### src/design/tdx_pkg.sv
// Shared widths, sequencer phase codes and lane control type for the tracking differentiator.
package tdx_pkg;

   // Field and register widths
   localparam int POS_W   = 32;            // Q15.16 position
   localparam int VEL_W   = 21;            // Q4.16 velocity, signed
   localparam int ACC_A_W = 21;            // Q4.16 clamped acceleration, signed
   localparam int DT_W    = 16;            // Q0.16 time step
   localparam int BW_W    = 22;            // Q6.16 bandwidth
   localparam int BW2_W   = 28;            // Q12.16 bandwidth squared
   localparam int LIM_W   = 20;            // Q4.16 limits
   localparam int FRAC_W  = 16;
   localparam int ERR_W   = POS_W + 1;
   localparam int ERR_HI_W = ERR_W - FRAC_W;

   // Lane multiplier and accumulator
   localparam int MA_W    = BW2_W + 1;
   localparam int MB_W    = VEL_W + 1;
   localparam int PROD_W  = MA_W + MB_W;
   localparam int ACC_W   = 64;
   localparam int STEP_W  = VEL_W + 1;     // (x * dt) >>> 16 for |x| within Q4.16
   localparam int VSUM_W  = VEL_W + 2;
   localparam int PSUM_W  = POS_W + 2;

   // Configuration register indexes
   localparam int CSR_IDX_W = 3;
   localparam int CSR_DATA_W = BW_W;
   localparam logic [CSR_IDX_W-1:0] CSR_BANDWIDTH = 3'd0;
   localparam logic [CSR_IDX_W-1:0] CSR_ALIM_XY   = 3'd1;
   localparam logic [CSR_IDX_W-1:0] CSR_ALIM_Z    = 3'd2;
   localparam logic [CSR_IDX_W-1:0] CSR_VLIM_XY   = 3'd3;
   localparam logic [CSR_IDX_W-1:0] CSR_VLIM_Z    = 3'd4;

   localparam logic [BW_W-1:0]  BW_RESET      = 22'd90590;
   localparam logic [LIM_W-1:0] ALIM_XY_RESET = 20'd6554;
   localparam logic [LIM_W-1:0] ALIM_Z_RESET  = 20'd5243;
   localparam logic [LIM_W-1:0] VLIM_XY_RESET = 20'd7864;
   localparam logic [LIM_W-1:0] VLIM_Z_RESET  = 20'd6554;

   // Stream payload layout
   localparam int REQ_DATA_W = 112;        // 3 x 32 target + 16 time step
   localparam int RSP_DATA_W = 96;
   localparam int DT_LSB     = 3 * POS_W;

   // Sequencer phases
   localparam int PH_W = 4;
   localparam logic [PH_W-1:0] PH_IDLE = 4'd0;
   localparam logic [PH_W-1:0] PH_ERR  = 4'd1;   // error, bandwidth squared
   localparam logic [PH_W-1:0] PH_MLO  = 4'd2;   // bw2 * error low half
   localparam logic [PH_W-1:0] PH_MHI  = 4'd3;   // bw2 * error high half
   localparam logic [PH_W-1:0] PH_MVB  = 4'd4;   // bw * velocity
   localparam logic [PH_W-1:0] PH_ACC  = 4'd5;   // finish raw acceleration
   localparam logic [PH_W-1:0] PH_CLA  = 4'd6;   // clamp acceleration
   localparam logic [PH_W-1:0] PH_MAD  = 4'd7;   // accel * dt
   localparam logic [PH_W-1:0] PH_VEL  = 4'd8;   // velocity update
   localparam logic [PH_W-1:0] PH_MVD  = 4'd9;   // velocity * dt
   localparam logic [PH_W-1:0] PH_POS  = 4'd10;  // position update
   localparam logic [PH_W-1:0] PH_LOAD = 4'd11;  // snap to target
   localparam logic [PH_W-1:0] PH_OUT  = 4'd12;  // hand positions to output register

   typedef struct packed {
      logic [PH_W-1:0] phase;
      logic            take;     // latch new target
   } lane_ctl_type;

endpackage

### src/design/tdx_ctrl.sv
// Item sequencer: handshake, phase stepping, bandwidth squared and result valid.
module tdx_ctrl
   import tdx_pkg::*;
(
   input  logic             clock,
   input  logic             reset,
   input  logic             req_tvalid,
   output logic             req_tready,
   input  logic             req_load,
   input  logic [DT_W-1:0]  req_dt,
   input  logic [BW_W-1:0]  bw,
   output logic             rsp_tvalid,
   input  logic             rsp_tready,
   output lane_ctl_type     ctl,
   output logic [DT_W-1:0]  dt,
   output logic [BW2_W-1:0] bw2,
   output logic             out_load
);

   logic [PH_W-1:0]  state_ff, state_in;
   logic             init_ff, init_in;
   logic             rsp_valid_ff, rsp_valid_in;
   logic [DT_W-1:0]  dt_ff, dt_in;
   logic [BW2_W-1:0] bw2_ff, bw2_in;
   logic [2*BW_W-1:0] bw_sq;
   logic             accept;

   assign req_tready = (state_ff == PH_IDLE);
   assign accept     = req_tvalid && req_tready;
   assign out_load   = (state_ff == PH_OUT) && (!rsp_valid_ff || rsp_tready);
   assign bw_sq      = bw * bw;

   always_comb begin
      state_in     = state_ff;
      init_in      = init_ff;
      dt_in        = accept ? req_dt : dt_ff;
      bw2_in       = (state_ff == PH_ERR) ? bw_sq[FRAC_W+BW2_W-1:FRAC_W] : bw2_ff;
      rsp_valid_in = rsp_valid_ff;
      if (rsp_valid_ff && rsp_tready) begin
         rsp_valid_in = 1'b0;
      end
      case (state_ff)
         PH_IDLE: begin
            if (accept) begin
               if (req_load || !init_ff) begin
                  state_in = PH_LOAD;
               end else if (req_dt == '0) begin
                  state_in = PH_OUT;
               end else begin
                  state_in = PH_ERR;
               end
            end
         end
         PH_ERR:  state_in = PH_MLO;
         PH_MLO:  state_in = PH_MHI;
         PH_MHI:  state_in = PH_MVB;
         PH_MVB:  state_in = PH_ACC;
         PH_ACC:  state_in = PH_CLA;
         PH_CLA:  state_in = PH_MAD;
         PH_MAD:  state_in = PH_VEL;
         PH_VEL:  state_in = PH_MVD;
         PH_MVD:  state_in = PH_POS;
         PH_POS:  state_in = PH_OUT;
         PH_LOAD: begin
            init_in  = 1'b1;
            state_in = PH_OUT;
         end
         PH_OUT: begin
            // Hold here until the output register is free
            if (out_load) begin
               rsp_valid_in = 1'b1;
               state_in     = PH_IDLE;
            end
         end
         default: state_in = PH_IDLE;
      endcase
   end

   always_ff @(posedge clock) begin
      if (reset) begin
         state_ff     <= PH_IDLE;
         init_ff      <= 1'b0;
         rsp_valid_ff <= 1'b0;
      end else begin
         state_ff     <= state_in;
         init_ff      <= init_in;
         rsp_valid_ff <= rsp_valid_in;
      end
   end

   always_ff @(posedge clock) begin
      dt_ff  <= dt_in;
      bw2_ff <= bw2_in;
   end

   assign ctl.phase  = state_ff;
   assign ctl.take   = accept;
   assign dt         = dt_ff;
   assign bw2        = bw2_ff;
   assign rsp_tvalid = rsp_valid_ff;

   a_step_needs_init: assert property (@(posedge clock) disable iff (reset)
      (state_ff == PH_ERR) |-> init_ff)
      else $error("filter step started before first load");

   a_load_then_out: assert property (@(posedge clock) disable iff (reset)
      (state_ff == PH_LOAD) |=> (state_ff == PH_OUT && init_ff))
      else $error("load did not lead to result");

   a_valid_from_out: assert property (@(posedge clock) disable iff (reset)
      $rose(rsp_valid_ff) |-> ($past(state_ff) == PH_OUT))
      else $error("result raised outside output phase");

   a_accept_leaves_idle: assert property (@(posedge clock) disable iff (reset)
      accept |=> (state_ff != PH_IDLE))
      else $error("accepted word left sequencer idle");

endmodule

### config.mk
export PLATFORM = sky130hd
export DESIGN_NAME = tdx_ctrl
export DESIGN_NICKNAME = d
export VERILOG_FILES = /design/src/design/tdx_pkg.sv /design/src/design/tdx_ctrl.sv
export SDC_FILE = /design/constraint.sdc
export NUM_CORES = 1
export LEC_CHECK = 0
export ABC_AREA = 1
export BUFFER_PORTS_ARGS = -buffer_cell sky130_fd_sc_hd__buf_2
export CORE_MARGIN = 1.5
export CORE_UTILIZATION = 50
export DETAILED_ROUTE_END_ITERATION = 8
export GPL_ROUTABILITY_DRIVEN = 0
export GPL_TIMING_DRIVEN = 0
export MAX_ROUTING_LAYER = met4
export PLACE_DENSITY = 0.68
export SLEW_MARGIN = 20
export SYNTH_ARGS = -nofsm -noshare
export SYNTH_HDL_FRONTEND = slang
export SYNTH_SLANG_ARGS = --single-unit
export TNS_END_PERCENT = 10
### constraint.sdc
create_clock -name clock -period 18.92 [get_ports clock]
set_input_delay 3.784 -clock clock [delete_from_list [all_inputs] [get_ports clock]]
set_output_delay 3.784 -clock clock [all_outputs]
set_load 0.1 [all_outputs]
[Yosys cells after proc, flatten, opt, wreduce, memory -nomap -nowiden]
Index checks and enable logic that the tools add are counted.
Word-level totals
  flip-flop bits (word level): 50
  input bits: 43
  output and inout bits: 52
  logic and storage cells: 39
Operators by class
  multiply operators: 1
  equality and inequality tests: 14
  muxes and demuxes: 8
  reductions and logical operators: 11
Operators with widths (count)
  one-hot mux 4 bit (12 select lines): 1
  multiplier 22 x 22 -> 44 bit: 1
  == test 4 bit (second input constant): 5
  == test 4 x 3 -> 1 bit (second input constant): 4
  zero test 16 bit: 1
  two-way mux 4 bit: 4
  == test 4 x 2 -> 1 bit (second input constant): 2
  == test 4 x 1 -> 1 bit (second input constant): 1
  zero test 4 bit: 1
  logical AND 1 bit: 3
  two-way mux 1 bit: 3
  zero test 1 bit: 2
  logical OR 1 bit: 2
  != test 2 x 1 -> 1 bit (second input constant): 1
  != test 2 bit (second input constant): 1
  AND reduction 2 bit: 1
  OR reduction 2 bit: 1

[Longest topological paths before layout]
  word-level depth: 5
  depth in mapped cells: 30
  depth with buffers taken out: 28

[Worst setup path before layout]
No wires, ideal clock.
  path kind: in2out
  from: input rsp_tready
  to: output out_load
  data arrival time: 6.654 ns
  data required time: 15.136 ns
  setup slack: 8.482 ns
  stages: 2
  buffers on the path: 0
  cell sequence: nor2_1 -> nor4_1
Between the ends
  longest elaborated chain between the ends: 2
Ends and longest elaborated chain
  start, declared: line tdx_ctrl.sv:13  | input logic rsp_tready,
  logical OR 1 bit: line tdx_ctrl.sv:30  | assign out_load = (state_ff == PH_OUT) && (!rsp_valid_ff || rsp_tready);
  logical AND 1 bit: line tdx_ctrl.sv:30
  end, declared: line tdx_ctrl.sv:17  | output logic out_load
No other way between the ends.

[Worst setup path after layout]
  from: input bw[18]
  to: register bw2_ff[24], in the netlist bw2[24], data pin
Between the ends
  longest elaborated chain between the ends: 1
Ends and longest elaborated chain
  start, declared: line tdx_ctrl.sv:11  | input logic [BW_W-1:0] bw,
  multiplier 22 x 22 -> 44 bit: line tdx_ctrl.sv:31  | assign bw_sq = bw * bw;
  named net bw_sq[40]: line tdx_ctrl.sv:25  | logic [2*BW_W-1:0] bw_sq;
  end signal, assigned: line tdx_ctrl.sv:93  | bw2_ff <= bw2_in;
  end, declared: line tdx_ctrl.sv:24  | logic [BW2_W-1:0] bw2_ff, bw2_in;
The timed path passes the listed nets, and every way through them passes these cells.
A chain may end at the register's enable or synchronous reset.

==> out/results.tsv <==
stage	metric	value	unit
routing	wire length per cell	17.28	µm
status	status	finished clean	
sta	Max Freq	92.40	MHz
routing	DRC viols	0	
routing	drt first pass iters	5	
synthesis	Primary FF master, synth	edfxtp_1	
die	Rows	65	
hold_path	worst min-delay path class	reg2reg	
placement	dpl hpwl	36710	µm
setup_path	CP startpoint kind	primary input	
routing	Via density	5.111	
die	Core ar.	31720	µm²
sta	Worst-Margin Slew	1.042	ns
hold_path	Worst Hold Depth	2	
routing	vias	12660	
cells_and_area	Cell Count, Final, Fillers Out	2477	
cells_and_area	Area Growth Syn to Fin	7.011	%
setup_path	Worst Path Arrival	10.87	ns
synthesis	Synth top cells by count	603 x inv_1, 428 x nand2_1, 340 x fa_1	
die	Initial Util	0.5114	
sta	Clock Skews	0.004396	ns
grt	initial antenna violation count	0	
routing	initial DRC count	939	
cts	Longest Clk Path Bufs	2	
sta	crit path time final	10.82	ns
sta	final hold vios	0	
synthesis	Mapped Nets	2518	
synthesis	Synth area leader	fa_1	
die	Die X	183.1	µm
grt	total grt overflow	0	
synthesis	syn avg cell area	8.226	µm²
synthesis	top cell type's share of synthesized area	0.4196	
grt	number of global-route vias before repair	13770	
cts	CTS tree	yes	
sta	RSZ-0062 raised after global routing	false	
die	die height	183.1	µm
placement	Buffers on Ports	93	
cts	CTS resizes	0	
cts	Num Clock Sinks	50	
setup_path	worst setup path class	in2reg	
grt	first-pass GRT wire length	69690	µm
synthesis	synth unique cells	44	
flow_run	Max-Cap Viols	0	
grt	largest net degree at the start of global routing	18	
cts	Clock Pin Slew Worst Setup and Hold Paths	0.06	ns
synthesis	top post-synthesis cells by area	fa_1 42%, inv_1 14%, ha_1 13%, nand2_1 9.9%, edfxtp_1 8.1%	
cells_and_area	ANT cells	0	
synthesis	Post-synth EDFFs	44	
cts	total CTS buffers	5	
setup_path	highest net fanout along the worst path	10	
synthesis	mapped cell area	16220	µm²
cts	post-CTS setup buffers	0	
sta	slew margin rel.	0.3054	
cts	H-tree depth	2	
synthesis	ys async rst share	0	
synthesis	synth warn	0	
cts	Skew-Pair Late Insertion Delay	0.29	ns
die	io pins	95	
synthesis	Synth Instances	1972	
cells_and_area	share of cells above drive strength 1	0.07807	
grt	gr usage total	0.2804	
sta	Final period util	0.5720	
setup_path	worst path required time	18.96	ns
setup_path	Setup crit end kind	register	
setup_path	Worst Reg2Reg Path Length in Cells	4	
sta	final setup vio count	0	
cts	root buffer cell	clkbuf_16	
cts	cts-stage hold buffer count	0	
placement	placed insts	2469	
synthesis	FF+latch count, synth	50	
synthesis	dominant cell by count in the synthesized netlist	inv_1	
setup_path	reg-to-reg slack, setup	16.95	ns
cells_and_area	number of nets in the final layout	2620	
sta	fin. max-slew vios	0	
sta	Setup TNS Final	0	ns
die	DIE AREA	33530	µm²
routing	Post-DRT Antenna Nets	0	
routing	final WL	42790	µm
synthesis	post-synthesis sequential area ratio	0.08885	
==> layout by cell type, fill, tap and decap left out, types with 9 or more instances in the layout <==
master and instances:
a21oi_1 57, buf_2 94, nand4_1 9, nand2_1 428
xnor2_1 9, o21ai_0 28, edfxtp_1 44, clkbuf_1 38
ha_1 163, fa_1 340, o21bai_1 11, nand2_2 21
xor2_1 20, nand3_1 28, nor2_2 12, nor2_1 100
inv_1 603
==> final cells by class <==
type                       count  area, µm²
multi-input combinational   1265      12310
timing repair buffer          95      480.5
inverter                     610       2290
clock inverter                 3      21.27
sequential                    50       1441
fill                        2977      14360
clock buffer                   5      125.1
buffer                        47      185.2
tap                          402      503.0
==> worst max-delay path: stages <==
cell and delay (ns):
buf_2 0.16, clkbuf_1 0.51, buf_1 0.67, nand2_1 0.26, fa_1 0.62, inv_1 0.06
fa_1 0.54, inv_1 0.07, fa_1 0.48, inv_1 0.05, fa_1 0.48, fa_1 0.56
fa_1 0.43, fa_1 0.50, ha_1 0.37, a21oi_1 0.28, o21ai_0 0.28, a21oi_1 0.26
nand3_2 0.16, nand2_1 0.14, nand2_1 0.06, nand2_1 0.06, nand2_1 0.06
==> per-layer routing <==
layer | global-route usage | part of all wire | up-vias
met5 | - | 0 | -
met3 | 0.04408 | 0.083 | 101
met2 | 0.4636 | 0.49 | 486
met1 | 0.3506 | 0.39 | 6186
li1 | - | - | 5887
met4 | 0.1003 | 0.039 | 0
==> registers in the layout, summed over array words and instances (netlist names) <==
| signal | flops |
|---|---|
| rsp_tvalid | 1 |
| dt | 16 |
| state_ff | 4 |
| bw2 | 28 |
| init_ff | 1 |
==> per-stage QoR <==
step,utilization,setup WS [ns],hold slack [ns],cell area (µm²)
6_report,0.5473,8.097,0.5041,17360
3_5_place_dp,0.5427,7.912,0.4943,17210
2_1_floorplan,-,8.482,0.4509,16220
5_1_grt,0.5473,7.824,0.5562,17360
3_3_place_gp,0.5420,7.925,0.4811,17190
4_1_cts,0.5473,8.207,0.5058,17360
==> cells by family after synthesis <==
logic type      count (synthesis)  synth area share
compound gates                113           0.03995
xor+xnor                       30           0.01666
fa+ha+maj                     503            0.5453
buf+inv                       657            0.1526
flops                          50           0.08886
simple gates                  619            0.1567
==> path summary, 6_finish.rpt <==
kind / from / end
max: bw[18] / bw2[24]
min: init_ff / init_ff
max reg2reg: state_ff[0] / bw2[26]
min reg2reg: init_ff / init_ff
Power is left out: the tool's default activity adds up to more than one toggle a clock period on the data nets, which glitch-free logic cannot reach.
